==> src/hdl/bti_pkg.sv <==
// Package with the types, constants and codes shared by the table interpolator files.
package bti_pkg;

  localparam int MAX_X_POINTS = 64;
  localparam int MAX_Y_POINTS = 64;
  localparam int IDX_W        = $clog2(MAX_X_POINTS);
  localparam int CNT_W        = 7;
  localparam int VAL_W        = 32;
  localparam int GRID_DEPTH   = MAX_X_POINTS * MAX_Y_POINTS;
  localparam int GRID_AW      = $clog2(GRID_DEPTH);
  localparam int W_W          = VAL_W + 1;
  localparam int OP_W         = VAL_W + 2;
  localparam int PROD_W       = 2 * OP_W;
  localparam int RS_W         = 2 * VAL_W + 2;
  localparam int ACC_W        = PROD_W + VAL_W;
  localparam int AREA_W       = 2 * VAL_W;
  localparam int QCNT_W       = $clog2(ACC_W + 1);

  localparam logic [1:0] STATUS_OK    = 2'd0;
  localparam logic [1:0] STATUS_X_BAD = 2'd1;
  localparam logic [1:0] STATUS_Y_BAD = 2'd2;

  localparam logic CFG_X_COUNT = 1'b0;
  localparam logic CFG_Y_COUNT = 1'b1;

  typedef enum logic [1:0] {
    MODE_LOAD_X,
    MODE_LOAD_Y,
    MODE_LOAD_GRID,
    MODE_QUERY
  } mode_t;

  typedef struct packed {
    mode_t                    mode;
    logic [5:0]               col_index;
    logic [5:0]               row_index;
    logic signed [VAL_W-1:0]  load_value;
    logic signed [VAL_W-1:0]  coord_x;
    logic signed [VAL_W-1:0]  coord_y;
  } in_word_t;

  typedef struct packed {
    logic signed [VAL_W-1:0]  result_value;
    logic                     x_below;
    logic                     x_above;
    logic                     y_below;
    logic                     y_above;
    logic                     saturated;
    logic [1:0]               table_status;
  } out_word_t;

  typedef enum logic [4:0] {
    ST_IDLE,
    ST_LD_PREV,
    ST_LD_NEXT,
    ST_LD_WRITE,
    ST_AX_FIRST,
    ST_AX_LAST,
    ST_AX_CHECK,
    ST_AX_MID,
    ST_AX_DOWN,
    ST_AX_UP,
    ST_AX_LO,
    ST_AX_HI,
    ST_AX_END,
    ST_GRID,
    ST_MAC,
    ST_DIV
  } state_t;

endpackage

==> src/hdl/bti_div.sv <==
// Restoring divider: one quotient bit per cycle for the unsigned numerator magnitude.
module bti_div
  import bti_pkg::*;
(
  input  logic              clk,
  input  logic              rst,
  input  logic              start,
  input  logic [ACC_W-1:0]  num,
  input  logic [AREA_W-1:0] den,
  output logic              done,
  output logic [ACC_W-1:0]  quo
);

  logic [AREA_W-1:0] rem;
  logic [AREA_W-1:0] dvs;
  logic [QCNT_W-1:0] cnt;
  logic [AREA_W:0]   trial;
  logic              fits;

  // Shift the next numerator bit into the partial remainder and try the subtract.
  assign trial = {rem, quo[ACC_W-1]};
  assign fits  = trial >= {1'b0, dvs};

  always_ff @(posedge clk) begin
    if (rst) begin
      cnt  <= '0;
      done <= 1'b0;
    end else begin
      done <= 1'b0;
      if (start) begin
        cnt <= QCNT_W'(ACC_W);
      end else if (cnt != '0) begin
        cnt <= cnt - 1'b1;
        if (cnt == QCNT_W'(1)) begin
          done <= 1'b1;
        end
      end
    end
  end

  // Datapath: the quotient bits replace the numerator bits from the bottom.
  always_ff @(posedge clk) begin
    if (start) begin
      rem <= '0;
      dvs <= den;
      quo <= num;
    end else if (cnt != '0) begin
      rem <= fits ? AREA_W'(trial - {1'b0, dvs}) : trial[AREA_W-1:0];
      quo <= {quo[ACC_W-2:0], fits};
    end
  end

endmodule

==> config.mk <==
export PLATFORM = sky130hd
export DESIGN_NAME = bti_div
export DESIGN_NICKNAME = d
export VERILOG_FILES = /design/src/hdl/bti_pkg.sv /design/src/hdl/bti_div.sv
export SDC_FILE = /design/constraint.sdc
export NUM_CORES = 1
export LEC_CHECK = 0
export BUFFER_PORTS_ARGS = -buffer_cell sky130_fd_sc_hd__buf_2
export CELL_PAD_IN_SITES_DETAIL_PLACEMENT = 1
export CELL_PAD_IN_SITES_GLOBAL_PLACEMENT = 2
export CORE_UTILIZATION = 35
export CTS_CLUSTER_SIZE = 40
export DETAILED_ROUTE_END_ITERATION = 10
export PLACE_DENSITY_LB_ADDON = 0.15
export SLEW_MARGIN = 20
export SYNTH_ARGS = -nofsm -noshare
export SYNTH_HDL_FRONTEND = slang
export SYNTH_SLANG_ARGS = --single-unit
==> constraint.sdc <==
create_clock -name clk -period 5.6 [get_ports clk]
set_input_delay 0.28 -clock clk [delete_from_list [all_inputs] [get_ports clk]]
set_output_delay 0.28 -clock clk [all_outputs]
set_load 0.01 [all_outputs]
==> results of run 1 <==
-- kinds of logic after synthesis --
kind of cell	Yosys count	share of synthesized area, %
AND/OR/NAND/NOR	375	12.6
AO/OA/AOI/OAI	353	18.5
flip-flops	236	46.0
buffers and inverters	169	5.03
multiplexers	105	8.51
adder cells (fa/ha/maj)	68	6.20
XOR/XNOR	49	3.10
-- timing repair --
item	in CTS	in global routing
hold endpoints to repair	167	0
endpoints found under the setup margin	0	0
hold buffers	160	0
-- worst paths after layout --
path	from	to	slack, ns	cells past startpoint
min reg2reg	rem[1]$_SDFFE_PP0N_	rem[1]$_SDFFE_PP0N_	0.49	2
max	dvs[61]$_DFFE_PP_	rem[5]$_SDFFE_PP0N_	1.44	12
max reg2reg	dvs[61]$_DFFE_PP_	rem[5]$_SDFFE_PP0N_	1.44	12
min	num[97]	quo[97]$_DFFE_PP_	0.03	2
-- report_power, final --
part	total, mW	switching (mW)	internal, mW
Sequential	2.56	0.285	2.28
Clock	2.00	0.804	1.20
Combinational	3.55	2.15	1.40
-- stage by stage --
stage,worst slack (ns),cells,hold slack (ns),power [mW]
floorplan,1.25,1355,0.379,4.99
global route,1.20,2289,0.0112,8.65
finish,1.44,2291,0.0284,8.11
detailed placement,1.52,2071,0.459,6.01
global placement,1.53,2071,0.457,5.98
CTS,1.49,2287,0.00549,8.15
-- registers in the layout (all words and copies together), names as in the netlist --
signal	flops
rem	64
dvs	64
cnt	7
quo	100
done	1
-- layer usage --
| metal | GRT usage [%] | wire length, microns |
|---|---|---|
| met1 | 29.2 | 21100 |
| met2 | 40.1 | 22600 |
| met3 | 5.39 | 2550 |
| met4 | 5.83 | 1150 |
| met5 | 0 | 13 |
-- placed cells by master (no fill, tap or decap), types with 67 or more instances in the layout --
cell,instances
nand2_1,132
dlygate4sd3_1,160
inv_1,89
mux2_2,101
edfxtp_1,164
ha_1,67
a21oi_1,100
dfxtp_1,72
buf_2,266
nor2_1,89
-- layout make-up --
type | count | area, sq um | area share, %
repair buffers | 437 | 3050 | 16.7
inverters | 90 | 338 | 1.85
clock buffers | 45 | 857 | 4.70
diodes | 4 | 10.0 | 0.0549
clock inverters | 11 | 158 | 0.865
flip-flops and latches | 236 | 6370 | 34.9
multi-input cells | 950 | 6800 | 37.3
well taps | 518 | 648 | 3.56
-- critical path: stages (launching register included) --
cell and delay, ns:
edfxtp_1 0.32, inv_1 0.04, ha_1 0.42, nand4_1 0.26
or4_1 0.65, nor4_1 0.52, nand4_1 0.20, o211ai_1 0.18
or2_1 0.29, a21oi_4 0.18, buf_12 0.29, or3b_1 0.43
a311oi_2 0.27
==> flow_summary.json, run 1 <==
{
  "die_h_microns": 201,
  "grt_pass1_wl_microns": 74100,
  "cts_resized": 0,
  "cts_tree": "yes",
  "clk_pin_slew_ns": 0.06,
  "grtUsageTotal_pct": 23.3,
  "cts_post_setup_buffers_inserted": 0,
  "areaGrowthSynthToFinish_pct": 31.7,
  "crit_arrival_ns": 4.66,
  "timing_worst_setup_path_type": "flop to flop",
  "final_area_sq_um": 18200,
  "drt_first_iter_violations": 451,
  "synth_edf_count": 164,
  "place_area_sq_um": 15600,
  "yosys.area.top_type": "edfxtp_1",
  "synth.distinct_cells": 68,
  "drive_gt1_share_pct": 26.4,
  "tightest_slew_ns": 1.03,
  "vdd_drop_max_v": 0.000251,
  "pin_count": 268,
  "fmax_mhz": 240,
  "fin_setup_tns_ns": 0,
  "routed-via-count": 12061,
  "synthFlopType": "edfxtp_1",
  "wirelength_microns": 47400,
  "numCtsBuffers": 30,
  "fp-row-count": 72,
  "grt_pass1_vias": 13049,
  "ys_top_cells_by_area": "edfxtp_1 36%, dfxtp_1 10%, mux2_2 8.2%, ha_1 6.1%, nand2_1 3.6%",
  "synth.cells.most_frequent": "164 x edfxtp_1, 134 x nand2_1, 101 x mux2_2, 100 x a21oi_1",
  "synth_nets": 1590,
  "synth_cells": 1355,
  "fillers": 4289,
  "synth_warnings": 0,
  "synth_seq_area_share_pct": 46.0,
  "setup_violations": 0,
  "yosysMostFrequentCell": "edfxtp_1",
  "yosys.area.top_type_share_pct": 35.6,
  "syn_area_sq_um": 13800,
  "maxCapViolations": 0,
  "status": "finished clean",
  "avgSynthCellArea_sq_um": 10.2,
  "crit_fanout": 41,
  "layout.nets": 1980,
  "skew_ns": 0.0476,
  "cp-start-kind": "flop",
  "vias_per_cell": 5.26,
  "antenna_found_initial": 5,
  "critPathCaptureType": "flop",
  "initial_core_util_pct": 35.6,
  "h-tree-depth": 1,
  "hpwl_microns": 32500,
  "worstSkewPairLatency_ns": 0.59,
  "period_minus_slack_ns": 4.16,
  "finalMaxSlewViolations": 0,
  "synth-seq-cells": 236,
  "rsz0062_at_grt": "no",
  "drc": 0,
  "post-route-period-util_pct": 74.3,
  "dr.pass1.iters": 4,
  "place_congestion": 0.840,
  "ant_nets": 0,
  "core_area_sq_um": 38800,
  "crit_required_ns": 6.10,
  "holdCritPathClass": "primary input to flop",
  "wl_per_cell_microns": 20.7,
  "die_area_sq_um": 40300,
  "grt-ovfl-total": 0,
  "grt_max_degree": 81,
  "cts_buffer_depth": 3,
  "async_reset_ff_share_pct": 0,
  "die_x_microns": 201,
  "portBuffers": 267,
  "leakage_nw": 7.77,
  "p_per_area_nw_per_um2": 445,
  "cts.sinks": 236,
  "cts-root-buf": "clkbuf_16",
  "hold_viol_final": 0,
  "utilization_pct": 46.9,
  "slew_headroom_pct": 31.0
}
Power figures use the tool's default switching activity.
==> run 2: changes to the inputs <==
Settings changed: CORE_UTILIZATION 35 to 32.
Clock period 5.6 ns to 3.65 ns, I/O delays scaled along.
==> flow_summary.json, run 2 (same netlist as run 1, synthesis figures left out) <==
{
  "vdd_drop_max_v": 0.000361,
  "p_sw_mw": 5.01,
  "grt_pass1_wl_microns": 75800,
  "hpwl_microns": 34200,
  "initial_core_util_pct": 32.7,
  "areaGrowthSynthToFinish_pct": 34.8,
  "grt_pass1_vias": 13313,
  "core_area_sq_um": 42300,
  "wirelength_microns": 48300,
  "period_minus_slack_ns": 3.45,
  "cp_cell_sequence": "ha_4 > nand4_1 > or4_4 > nor4_4 > nand4_1 > o211ai_1 > or2_1 > a21oi_4 > buf_12 > or3b_1 > a311oi_2",
  "h-tree-depth": 1,
  "wl_per_cell_microns": 20.3,
  "portBuffers": 267,
  "p_seq_share_pct": 31.3,
  "cts_tree": "yes",
  "combPwrFrac_pct": 46.1,
  "cts_buffer_depth": 3,
  "vias_per_cell": 5.13,
  "worstSkewPairLatency_ns": 0.61,
  "routed-via-count": 12229,
  "drt_first_iter_violations": 472,
  "r2r_cells": 11,
  "drive_gt1_share_pct": 28.3,
  "swShare_pct": 40.0,
  "tightest_slew_ns": 0.842,
  "crit_required_ns": 4.16,
  "crit_arrival_ns": 3.96,
  "fin_setup_tns_ns": 0,
  "skew_ns": 0.0467,
  "status": "finished clean",
  "largest_reg_flops": 100,
  "fp-row-count": 75,
  "dr.pass1.iters": 5,
  "fmax_mhz": 290,
  "timing_worst_setup_path_type": "flop to flop",
  "antenna_found_initial": 3,
  "slew_headroom_pct": 43.9,
  "setup_violations": 0,
  "hold_viol_final": 0,
  "place_congestion": 0.857,
  "critPathCaptureType": "flop",
  "final_area_sq_um": 18700,
  "top_register": "quo",
  "top_regs": "quo x100, dvs x64, rem x64",
  "final_cell_mix": "266 x buf_2, 165 x dlygate4sd3_1, 164 x edfxtp_1",
  "clk_pin_slew_ns": 0.06,
  "p_int_mw": 7.52,
  "layout.nets": 2016,
  "fillers": 4706,
  "cp-start-kind": "flop",
  "drc": 0,
  "cp_slowest_cell": "or4_4",
  "finalMaxSlewViolations": 0,
  "leakage_nw": 7.94,
  "die_area_sq_um": 44100,
  "post-route-period-util_pct": 94.5,
  "place_area_sq_um": 15900,
  "grt-ovfl-total": 0,
  "die_x_microns": 210,
  "maxCapViolations": 0,
  "pin_count": 268,
  "crit_fanout": 22,
  "crit_path_frequent_cell": "nand4_1",
  "worstHoldPathCells": 1,
  "grtUsageTotal_pct": 21.8,
  "die_h_microns": 210,
  "cts-root-buf": "clkbuf_16",
  "ant_nets": 0,
  "p_clk_share_pct": 22.6,
  "holdCritPathClass": "primary input to flop",
  "mostFrequentLayoutCell": "buf_2",
  "cts.sinks": 236,
  "p_per_area_nw_per_um2": 672,
  "numCtsBuffers": 30,
  "grt_max_degree": 115,
  "critPathMaxStageDelay_ns": 0.64
}
-- run 2: cell count changes in the layout (fill, tap and decap cells not counted), moves of 5 or more --
cell and change:
dlygate4sd3_1 +5, ha_1 -8, buf_4 +27, ha_4 +6
-- run 2: metrics by stage --
step                      total power [mW]  std cells  util, %  hold WS, ns  worst slack (ns)
final                                 12.5       2385     44.1       0.0102             0.202
after global routing                  13.4       2385     44.1       0.0156         -0.000428
after CTS                             12.5       2380     43.8       0.0125            0.0577
after detailed placement              9.47       2159     37.6        0.361            -0.319
after global placement                9.42       2159     37.6        0.359            -0.344
after floorplan                       7.66       1355        -        0.281             0.341
-- run 2: power groups by stage --
stage	combinational, mW	sequential (mW)	clock [mW]
finish	5.77	3.93	2.83
global route	6.36	4.00	3.01
CTS	5.72	3.90	2.92
detailed placement	5.53	3.94	0
global placement	5.49	3.93	0
floorplan	3.74	3.92	0
-- run 2: final timing paths --
path | startpoint | to | slack, ns
worst max-delay path | rem[19]$_SDFFE_PP0N_ | rem[5]$_SDFFE_PP0N_ | 0.20
worst min-delay path | start | dvs[9]$_DFFE_PP_ | 0.01
worst max register to register | rem[19]$_SDFFE_PP0N_ | rem[5]$_SDFFE_PP0N_ | 0.20
worst min register to register | rem[1]$_SDFFE_PP0N_ | rem[1]$_SDFFE_PP0N_ | 0.49
-- run 2: area by class of cell --
type,instances,area (sq um),area share [%]
Multi-Input combinational cell,950,6910,37.1
Timing Repair Buffer,473,3370,18.1
Inverter,90,338,1.81
Clock buffer,48,868,4.66
Tap cell,577,722,3.87
Clock inverter,8,66.3,0.356
Antenna cell,3,7.51,0.0402
Sequential cell,236,6370,34.1
-- run 2: worst max-delay path, delay by kind of cell (launching register included) --
kind | cells | cell delay (ns)
flip-flops | 1 | 0.37
adder cells (fa/ha/maj) | 1 | 0.34
AND/OR/NAND/NOR | 6 | 2.01
buffers and inverters | 1 | 0.18
AO/OA/AOI/OAI | 3 | 0.48
-- run 2: per-layer routing --
layer	up-vias	track usage, %	wire, microns
met2	293	38.2	23300
li1	5863	-	-
met3	75	5.00	2520
met4	0	5.69	1320
met1	5998	26.9	21200
met5	-	0	0
-- run 2: repair_timing --
item	4_1_cts	5_1_grt
hold buffers	165	0
hold endpoints to repair	172	0
gates resized for setup	3	18
gates cloned	0	0
pin swaps	0	7
setup endpoints to repair	56	27
setup buffers	0	2
